==> config.mk <==
export PLATFORM = sky130hd
export DESIGN_NAME = integer_field_formatter
export DESIGN_NICKNAME = d
export VERILOG_FILES = /design/src/hw/rtl/ifmt_pkg.sv /design/src/hw/rtl/integer_field_formatter.sv /design/src/hw/rtl/ifmt_ctrl.sv /design/src/hw/rtl/ifmt_datapath.sv
export SDC_FILE = /design/constraint.sdc
export NUM_CORES = 1
export LEC_CHECK = 0
export ABC_AREA = 1
export BUFFER_PORTS_ARGS = -buffer_cell sky130_fd_sc_hd__buf_4
export CAP_MARGIN = 20
export CORE_ASPECT_RATIO = 0.5
export CORE_UTILIZATION = 55
export DETAILED_ROUTE_END_ITERATION = 10
export GPL_TIMING_DRIVEN = 0
export HOLD_SLACK_MARGIN = 0.03
export PLACE_DENSITY = 0.75
export SETUP_SLACK_MARGIN = 0.1
export SYNTH_ARGS = -nofsm -noshare
export SYNTH_HDL_FRONTEND = slang
export SYNTH_HIERARCHICAL = 1
export SYNTH_SLANG_ARGS = --single-unit
export TNS_END_PERCENT = 5
==> constraint.sdc <==
create_clock -name i_clk -period 6.9 [get_ports i_clk]
set_clock_uncertainty 0.1 [all_clocks]
set_input_delay 1.38 -clock i_clk [delete_from_list [all_inputs] [get_ports i_clk]]
set_output_delay 1.38 -clock i_clk [all_outputs]
set_load 0.05 [all_outputs]
==> src/hw/rtl/ifmt_pkg.sv <==
// Shared types and constants for the integer field formatter.
package ifmt_pkg;

    // Conversion codes carried in t_req.command
    localparam logic CMD_DEC = 1'b0;    // signed decimal
    localparam logic CMD_HEX = 1'b1;    // unsigned lower-case hex

    // Request word: one conversion request.
    typedef struct packed {
        logic        command;        // CMD_DEC or CMD_HEX
        logic [31:0] value;
        logic [5:0]  width;
        logic        has_precision;
        logic [5:0]  precision;
    } t_req;

    // Result word: one output character.
    typedef struct packed {
        logic [7:0] out_char;
        logic       last;
    } t_res;

    typedef enum logic [2:0] {
        S_IDLE,
        S_SETUP,
        S_MUL,
        S_DIV,
        S_HEX,
        S_SIZE,
        S_EMIT
    } t_state;

    // Controller to datapath
    typedef struct packed {
        logic load;
        logic mul;
        logic div;
        logic hex;
        logic size;
        logic emit;
    } t_dp_cmd;

    // Datapath to controller
    typedef struct packed {
        logic skip;         // zero value with explicit zero precision
        logic is_hex;
        logic quot_zero;    // decimal quotient of this step is zero
        logic hex_rest_zero;
        logic total_zero;   // request emits nothing
        logic last;
    } t_dp_sts;

    localparam int          DIGIT_SLOTS = 10;   // most digits of a 32-bit value
    localparam int          NDIG_W      = 4;
    localparam logic [31:0] RECIP10     = 32'hCCCC_CCCD;  // ceil(2^35 / 10)
    localparam int          RECIP_SHIFT = 35;

    localparam logic [7:0] CHAR_SPACE = 8'h20;
    localparam logic [7:0] CHAR_MINUS = 8'h2D;
    localparam logic [7:0] CHAR_ZERO  = 8'h30;

    localparam logic [7:0] DIGIT_CHARS [16] = '{
        8'h30, 8'h31, 8'h32, 8'h33, 8'h34, 8'h35, 8'h36, 8'h37,
        8'h38, 8'h39, 8'h61, 8'h62, 8'h63, 8'h64, 8'h65, 8'h66
    };

endpackage

==> src/hw/rtl/integer_field_formatter.sv <==
// Top level of the integer field formatter: controller plus datapath.
//
// Formats one 32-bit value as %d (signed decimal) or %x (lower-case hex)
// with a minimum field width and an optional precision, one ASCII
// character per result word. A request word is taken at a clock edge with
// start high and busy low; busy then stays high until the last character
// has gone out. Characters come out on o_res in consecutive cycles, each
// marked by o_valid for exactly one cycle, with o_res.last on the final
// one; the receiver must take them as they come. Order is: pad spaces,
// minus sign, precision zeros, digits. A zero value with an explicit
// precision of zero prints no digits, so a request may produce no word.
// Per request: a setup step, then digit extraction (skipped when no
// digits are printed), a sizing step, then the characters. Decimal
// takes two steps per digit (a 32x32 reciprocal multiply, registered,
// then the remainder step), hex one step per digit. The next request
// can be taken as soon as busy is low. Width and precision above
// MAX_FIELD saturate to it.
module integer_field_formatter import ifmt_pkg::*; #(
    parameter int MAX_FIELD = 63
) (
    input  logic i_clk,
    input  logic i_rst_n,
    input  logic start,
    input  t_req i_req,
    output logic busy,
    output logic o_valid,
    output t_res o_res
);

    t_dp_cmd w_cmd;
    t_dp_sts w_sts;

    ifmt_ctrl u_ctrl (
        .i_clk   (i_clk),
        .i_rst_n (i_rst_n),
        .start   (start),
        .i_sts   (w_sts),
        .o_cmd   (w_cmd),
        .busy    (busy),
        .o_valid (o_valid)
    );

    ifmt_datapath #(
        .MAX_FIELD (MAX_FIELD)
    ) u_datapath (
        .i_clk (i_clk),
        .i_req (i_req),
        .i_cmd (w_cmd),
        .o_sts (w_sts),
        .o_res (o_res)
    );

endmodule

==> src/hw/rtl/ifmt_ctrl.sv <==
// Sequencing state machine of the integer field formatter.
module ifmt_ctrl import ifmt_pkg::*; (
    input  logic    i_clk,
    input  logic    i_rst_n,
    input  logic    start,
    input  t_dp_sts i_sts,
    output t_dp_cmd o_cmd,
    output logic    busy,
    output logic    o_valid
);

    t_state r_state;
    t_state n_state;

    always_ff @(posedge i_clk) begin
        if (!i_rst_n) begin
            r_state <= S_IDLE;
        end else begin
            r_state <= n_state;
        end
    end

    always_comb begin
        n_state = r_state;
        case (r_state)
            S_IDLE: begin
                if (start) n_state = S_SETUP;
            end
            S_SETUP: begin
                if (i_sts.skip)        n_state = S_SIZE;
                else if (i_sts.is_hex) n_state = S_HEX;
                else                   n_state = S_MUL;
            end
            S_MUL: begin
                n_state = S_DIV;
            end
            S_DIV: begin
                n_state = i_sts.quot_zero ? S_SIZE : S_MUL;
            end
            S_HEX: begin
                if (i_sts.hex_rest_zero) n_state = S_SIZE;
            end
            S_SIZE: begin
                n_state = i_sts.total_zero ? S_IDLE : S_EMIT;
            end
            S_EMIT: begin
                if (i_sts.last) n_state = S_IDLE;
            end
            default: begin
                n_state = S_IDLE;
            end
        endcase
    end

    always_comb begin
        o_cmd   = '0;
        busy    = 1'b1;
        o_valid = 1'b0;
        case (r_state)
            S_IDLE: begin
                busy       = 1'b0;
                o_cmd.load = start;
            end
            S_SETUP: begin
            end
            S_MUL: begin
                o_cmd.mul = 1'b1;
            end
            S_DIV: begin
                o_cmd.div = 1'b1;
            end
            S_HEX: begin
                o_cmd.hex = 1'b1;
            end
            S_SIZE: begin
                o_cmd.size = 1'b1;
            end
            S_EMIT: begin
                o_cmd.emit = 1'b1;
                o_valid    = 1'b1;
            end
            default: begin
                busy = 1'b0;
            end
        endcase
    end

endmodule

==> src/hw/rtl/ifmt_datapath.sv <==
// Digit extraction, field sizing and character selection.
module ifmt_datapath import ifmt_pkg::*; #(
    parameter int MAX_FIELD = 63
) (
    input  logic    i_clk,
    input  t_req    i_req,
    input  t_dp_cmd i_cmd,
    output t_dp_sts o_sts,
    output t_res    o_res
);

    logic              r_hex;
    logic              r_neg;
    logic              r_skip;
    logic [31:0]       r_mag;
    logic [63:0]       r_prod;
    logic [5:0]        r_fw;
    logic [5:0]        r_prec;
    logic [NDIG_W-1:0] r_nd;
    logic [5:0]        r_spaces;
    logic [5:0]        r_zeros;
    logic [6:0]        r_left;
    logic [3:0]        r_stack [DIGIT_SLOTS];

    logic [31:0] w_mag_in;
    logic [5:0]  w_fw_in;
    logic [5:0]  w_prec_in;
    logic [31:0] w_quot;
    logic [31:0] w_rem;
    logic [63:0] w_prod;
    logic [5:0]  w_zeros;
    logic [6:0]  w_content;
    logic [5:0]  w_spaces;
    logic [6:0]  w_total;
    logic        w_push;
    logic [3:0]  w_digit;
    logic        w_neg_in;

    assign w_neg_in  = (i_req.command == CMD_DEC) && i_req.value[31];
    assign w_mag_in  = w_neg_in ? (~i_req.value + 32'd1) : i_req.value;
    assign w_fw_in   = (i_req.width > 6'(MAX_FIELD)) ? 6'(MAX_FIELD) : i_req.width;
    assign w_prec_in = !i_req.has_precision ? 6'd0 :
                       (i_req.precision > 6'(MAX_FIELD)) ? 6'(MAX_FIELD) : i_req.precision;

    // divide by ten: reciprocal product, then remainder by shift-add
    assign w_prod  = r_mag * RECIP10;
    assign w_quot  = {{RECIP_SHIFT - 32{1'b0}}, r_prod[63:RECIP_SHIFT]};
    assign w_rem   = r_mag - ({w_quot[28:0], 3'b000} + {w_quot[30:0], 1'b0});

    assign w_push  = i_cmd.div | i_cmd.hex;
    assign w_digit = i_cmd.hex ? r_mag[3:0] : w_rem[3:0];

    assign w_zeros   = (r_prec > {2'b00, r_nd}) ? (r_prec - {2'b00, r_nd}) : 6'd0;
    assign w_content = {6'd0, r_neg} + {1'b0, w_zeros} + {3'b000, r_nd};
    assign w_spaces  = ({1'b0, r_fw} > w_content) ? 6'({1'b0, r_fw} - w_content) : 6'd0;
    assign w_total   = {1'b0, w_spaces} + w_content;

    always_ff @(posedge i_clk) begin
        if (i_cmd.load) begin
            r_hex  <= (i_req.command == CMD_HEX);
            r_neg  <= w_neg_in;
            r_mag  <= w_mag_in;
            r_fw   <= w_fw_in;
            r_prec <= w_prec_in;
            r_skip <= i_req.has_precision && (i_req.precision == 6'd0)
                      && (i_req.value == 32'd0);
            r_nd   <= '0;
        end
        if (i_cmd.mul) begin
            r_prod <= w_prod;
        end
        if (i_cmd.div) begin
            r_mag <= w_quot;
        end
        if (i_cmd.hex) begin
            r_mag <= {4'h0, r_mag[31:4]};
        end
        if (w_push) begin
            r_nd <= r_nd + 1'b1;
        end
        if (i_cmd.size) begin
            r_zeros  <= w_zeros;
            r_spaces <= w_spaces;
            r_left   <= w_total;
        end
        if (i_cmd.emit) begin
            r_left <= r_left - 7'd1;
            if (r_spaces != 6'd0) begin
                r_spaces <= r_spaces - 6'd1;
            end else if (r_neg) begin
                r_neg <= 1'b0;
            end else if (r_zeros != 6'd0) begin
                r_zeros <= r_zeros - 6'd1;
            end else begin
                r_nd <= r_nd - 1'b1;
            end
        end
    end

    // digit stack: pushed least significant first, popped from slot 0
    always_ff @(posedge i_clk) begin
        if (w_push) begin
            r_stack[0] <= w_digit;
            for (int i = 1; i < DIGIT_SLOTS; i++) begin
                r_stack[i] <= r_stack[i-1];
            end
        end else if (i_cmd.emit && r_spaces == 6'd0 && !r_neg && r_zeros == 6'd0) begin
            for (int i = 0; i < DIGIT_SLOTS - 1; i++) begin
                r_stack[i] <= r_stack[i+1];
            end
        end
    end

    always_comb begin
        if (r_spaces != 6'd0)     o_res.out_char = CHAR_SPACE;
        else if (r_neg)           o_res.out_char = CHAR_MINUS;
        else if (r_zeros != 6'd0) o_res.out_char = CHAR_ZERO;
        else                      o_res.out_char = DIGIT_CHARS[r_stack[0]];
        o_res.last = (r_left == 7'd1);
    end

    assign o_sts.skip          = r_skip;
    assign o_sts.is_hex        = r_hex;
    assign o_sts.quot_zero     = (r_prod[63:RECIP_SHIFT] == '0);
    assign o_sts.hex_rest_zero = (r_mag[31:4] == 28'd0);
    assign o_sts.total_zero    = (w_total == 7'd0);
    assign o_sts.last          = (r_left == 7'd1);

endmodule

* Word-level counts from Yosys, hierarchy flattened
Memories as Yosys holds them, arrays and structs flattened.
Cells that the tools add are included.
** Word-level totals
- Word-level logic and storage cells :: 143
- ROM bits :: 128
- Input port bits :: 49
- Memories :: 2
- Memory bits (writable) :: 40
- Flip-flop bits (word level) :: 137
** Memory list
- (no name shown) :: depth 16, bits a word 8, rd ports 1, clocked after memory_dff 0, wr ports 0, RTL line ifmt_datapath.sv:118 : else o_res.out_char = DIGIT_CHARS[r_stack[0]];
- u_datapath.r_stack :: depth 10, bits a word 4, rd ports 10, clocked after memory_dff 0, wr ports 10, RTL line ifmt_datapath.sv:23 : logic [3:0] r_stack [DIGIT_SLOTS];
** Cells by class
- $lt $le $gt $ge :: 5
- Reductions and logical operators :: 23
- $add $sub $neg :: 13
- Bitwise logic cells :: 13
- Mux-type cells :: 62
- Eq/ne operators :: 10
- $mul :: 1
** Operators by type and width (count)
- two-way mux 6 bit :: 11
- multiplier 32 x 32 -> 64 bit (second input constant) :: 1
- two-way mux 4 bit :: 16
- two-way mux 29 bit :: 2
- two-way mux 8 bit :: 5
- adder 32 x 1 -> 32 bit (second input constant) :: 1
- logical NOT 32 bit :: 1
- two-way mux 32 bit :: 1
- NOT 32 bit :: 1
- logical NOT 29 bit :: 1
- logical NOT 28 bit :: 1
- two-way mux 28 bit :: 1
- two-way mux 3 bit :: 7
- one-hot mux 3 bit (7 select lines) :: 1
- logical NOT 6 bit :: 3
- two-way mux 1 bit :: 16
- two-way mux 7 bit :: 2
- greater-than comparator 6 bit (second input constant) :: 2
- nonzero test 6 bit :: 2
- subtractor 6 x 1 -> 6 bit (second input constant) :: 2
- bitwise OR 1 bit :: 10
- == test 3 bit (second input constant) :: 3
- adder 1 x 6 -> 7 bit :: 1
- adder 6 x 7 -> 7 bit :: 1
- 27 further kinds :: 35

* Logic depth before layout (Yosys ltp)
- Word-level depth :: 10
- Depth in mapped cells :: 42
- Mapped depth without buffers :: 42

* Cells and area by module
The synthesis kept the hierarchy.
** Modules (own cells, without submodules)
- ifmt_datapath :: instances 1, area an instance 26832.0 um^2, seq. area each 3963.8 um^2, cells an instance 3182
- ifmt_ctrl :: instances 1, area an instance 287.8 um^2, seq. area each 60.1 um^2, cells an instance 52

* Worst setup path after synthesis
OpenSTA, ideal clock, no wires.
- Path type :: reg2reg
- Start point :: register u_datapath.r_mag[18]
- End point :: register u_datapath.r_prod[62] (data pin)
- Data required time :: 6.548 ns
- Arrival :: 5.874 ns
- Setup slack :: 0.674 ns
- Cell stages (with the launch flop) :: 25
- Setup time :: 0.252 ns
- Cell sequence :: edfxtp_1 > inv_1 > ha_1 > inv_1 > fa_1 > inv_1 > fa_1 > inv_1 > fa_1 > inv_1 > fa_1 > fa_1 > fa_1 > inv_1 > fa_1 > inv_1 > ha_1 > a21oi_1 > o21ai_0 > a21boi_0 > o21ai_0 > a21oi_1 > nand2_1 > nand2_1 > nand2_1
** On the way
- Word-level cells in the longest chain between the ends :: 1
** Ends and longest elaborated chain
- start, declared :: RTL line ifmt_datapath.sv:15 : logic [31:0] r_mag;
- start signal, assigned :: RTL line ifmt_datapath.sv:62 : r_mag <= w_mag_in;
- start signal, assigned :: RTL line ifmt_datapath.sv:73 : r_mag <= w_quot;
- start signal, assigned :: RTL line ifmt_datapath.sv:76 : r_mag <= {4'h0, r_mag[31:4]};
- multiplier 32 x 32 -> 64 bit :: RTL line ifmt_datapath.sv:46 : assign w_prod = r_mag * RECIP10;
- via u_datapath.w_prod[62] :: RTL line ifmt_datapath.sv:30 : logic [63:0] w_prod;
- end signal, assigned :: RTL line ifmt_datapath.sv:70 : r_prod <= w_prod;
- end, declared :: RTL line ifmt_datapath.sv:16 : logic [63:0] r_prod;
The timed path passes the listed nets, and every way through them passes these cells.
A chain may end at the register's enable or synchronous reset.

* Worst setup path in the final report
- Start point :: register u_datapath.r_mag[10]
- End point :: register u_datapath.r_prod[53] (data pin)
Same word-level chain as after synthesis.

==> flow_summary.json <==
{
  "grt_pass1_wl_mm": 132,
  "antenna_found_initial": 0,
  "path_max_fanout": 4,
  "rows": 57,
  "grt_max_degree": 38,
  "maxCapViolCount": 0,
  "dr.pass1.iters": 8,
  "clkSinkCount": 142,
  "cts_buffers": 17,
  "die_w_um": 316,
  "wl_met2_mm": 37.6,
  "wl_per_cell_um": 21.9,
  "drive_gt1_share_pct": 11.1,
  "portBuffers": 51,
  "setup_ws_ns": 0.131,
  "fin_tns_setup_ns": 0,
  "cts_buffer_depth": 2,
  "core_area_sq_um": 48600,
  "io_pins": 60,
  "top_layer_used": "met5",
  "netlist_area_sq_um": 27100,
  "rsz0062_at_grt": "true",
  "vias": 22700,
  "placed_area_sq_um": 28400,
  "grt_pass1_vias": 22500,
  "synthesis.nets": 4084,
  "yosysTopAreaCell": "fa_1",
  "setup_viol": 0,
  "arrival_ns": 6.83,
  "ys_top_cells_by_area": "fa_1, ha_1, edfxtp_1",
  "max_freq_ghz": 0.148,
  "synth.avg_cell_area_sq_um": 8.39,
  "synth_async_sr_flop_share_pct": 0,
  "crit_path_end_kind": "flip-flop",
  "syn2layout_area_growth_pct": 12.8,
  "yosysWarnings": 6,
  "synth_edf_count": 118,
  "routed_via_density": 5.57,
  "ctsHoldBuffers": 0,
  "place_hpwl_mm": 77.1,
  "nets": 4264,
  "yosysSeqAreaShare_pct": 14.8,
  "startpoint_type": "flip-flop",
  "hold_viol": 0,
  "drt-initial-drc-count": 2374,
  "cts.htree.levels": 4,
  "drcViolationCount": 0,
  "die_h_um": 159,
  "synth_top_area_share_pct": 30.9,
  "criticalPathCategory": "reg2reg",
  "drt-total-wl_mm": 89.3,
  "multi_input_area_sq_um": 20200,
  "critPathRequiredTime_ns": 6.96,
  "fillers": 4210,
  "register_area_sq_um": 4030,
  "clk_pin_slew_ns": 0.08,
  "min_period_ns": 6.77,
  "cts_tree": "yes",
  "slew_headroom_pct": 41.8,
  "worst_pin_slew_ns": 0.870,
  "ys_ff_latch": 142,
  "clk_root_buffer_cell": "clkbuf_16",
  "drv_slew": 0,
  "postRouteAntennaNets": 0,
  "pre_cts_ws_ns": -0.567,
  "ys_types": 48,
  "start_util_pct": 55.8,
  "worstSkewPairLatency_ns": 0.45,
  "status": "complete, no violations",
  "grt_usage_pct": 36.1,
  "die_area_sq_um": 50300,
  "place_congestion": 1.09,
  "design_area_sq_um": 30600,
  "layout_worst_path_cycle_share_pct": 98.1,
  "grt-ovfl-total": 0,
  "hold-worst-slack_ns": 0.365,
  "num_antenna_cells": 0,
  "syn_inst": 3234,
  "wl_met3_mm": 11.0,
  "hold_class": "reg2reg",
  "synth_flop_cell": "edfxtp_1",
  "wl_met1_mm": 37.2
}
## cell type report
type                    instances  area share (%)
multi-input cells            2155            66.1
clock buffers                  17            1.39
inverters                     898            11.2
plain buffers                  39           0.700
well taps                     649            2.66
repair buffers                161            4.21
flip-flops and latches        142            13.2
clock inverters                15           0.614
## stage by stage
stage          instances  utilization [%]
2_1_floorplan       3234                -
3_3_place_gp        3934             58.3
3_5_place_dp        3938             58.5
4_1_cts             4035             61.3
5_1_grt             4076             63.0
6_report            4076             63.0
## synthesized netlist by cell type, drive strengths merged, types with 23 or more instances
cell,n
inv,896
dfxtp,24
a21oi,132
xor2,23
fa,419
nand2,533
nand4,30
ha,382
edfxtp,118
o21ai,117
nor3,33
nor2,239
nand3,147
## worst paths after layout
kind | startpoint | endpoint | slack, ns | depth (start not counted)
worst max-delay path | u_datapath/r_mag[10]$_DFFE_PP_ | u_datapath/r_prod[53]$_DFFE_PP_ | 0.13 | 22
worst min-delay path | u_datapath/r_stack[0][33]$_DFFE_PP_ | u_datapath/r_stack[0][37]$_DFFE_PN_ | 0.37 | 0
worst max register to register | u_datapath/r_mag[10]$_DFFE_PP_ | u_datapath/r_prod[53]$_DFFE_PP_ | 0.13 | 22
worst min register to register | u_datapath/r_stack[0][33]$_DFFE_PP_ | u_datapath/r_stack[0][37]$_DFFE_PN_ | 0.37 | 0
## cell families (layout without fill, tap and decap cells)
group                      after synthesis  count (layout)  share of synthesized area (%)
buffers and inverters                  937            1130                           13.2
and+or+nand+nor                       1005            1005                           15.7
xor gates and xnor gates                36              36                           1.16
adders and majority gates              801             801                           48.6
DFF                                    142             142                           14.8
other                                    2               2                         0.0277
AOI/OAI and AO/OA                      311             311                           6.47
## critical path, cell delays in order (launching register included)
cell and delay [ns]:
edfxtp_1 0.45, buf_4 0.18, ha_4 0.23, clkinvlp_4 0.20
fa_1 0.54, inv_1 0.05, fa_1 0.50, inv_1 0.07
fa_1 0.50, inv_1 0.05, fa_1 0.57, fa_1 0.43
fa_1 0.53, fa_1 0.44, ha_1 0.35, a21oi_1 0.30
o21ai_0 0.21, a21oi_2 0.19, nor2_1 0.07, o21ai_0 0.25
nand3_1 0.11, nand2_1 0.07, nand2_1 0.10
## state kept, by name (all words and copies together), names as in the netlist
name	flops
u_datapath/r_mag	32
u_datapath/r_skip	1
u_datapath/r_left	7
u_datapath/r_prec	6
u_datapath/r_spaces	6
u_datapath/r_hex	1
u_ctrl/r_state	3
u_datapath/r_fw	6
u_datapath/r_stack	40
u_datapath/r_neg	1
u_datapath/r_zeros	6
u_datapath/r_prod	29
u_datapath/r_nd	4
## routing by layer
metal / global-route usage, % / vias up
li1: - / 10300
met1: 50.8 / 11100
met2: 53.3 / 1119
met3: 11.4 / 230
met4: 10.8 / 2
met5: 0 / -
## placed cells by master (no fill, tap or decap), types with 6 or more instances in the layout
cell	count
inv_1	866
nand2_1	517
fa_1	418
ha_1	334
nor2_1	212
buf_4	162
nand3_1	142
a21oi_1	119
edfxtp_1	118
o21ai_0	98
ha_4	36
nand4_1	30
nor3_1	24
xor2_1	22
dfxtp_1	20
inv_2	19
clkbuf_1	19
clkbuf_16	17
nor2_2	16
o211ai_1	16
o221ai_1	14
clkinvlp_4	13
nand2_2	13
xnor2_1	13
a21oi_2	12
o21bai_1	12
nor4_1	12
ha_2	12
o21ai_1	11
nor2_4	9
nor3_2	8
o21ai_2	8
buf_6	7
inv_8	6
buf_2	6
## repair_timing
| action | CTS | global route |
|---|---|---|
| pin swaps | 0 | 26 |
| resized for setup | 63 | 114 |
| endpoints found under the setup margin | 29 | 29 |
| setup buffers | 65 | 41 |
Power is left out: the tool's default activity adds up to more than one toggle a clock period on the data nets, which glitch-free logic cannot reach.
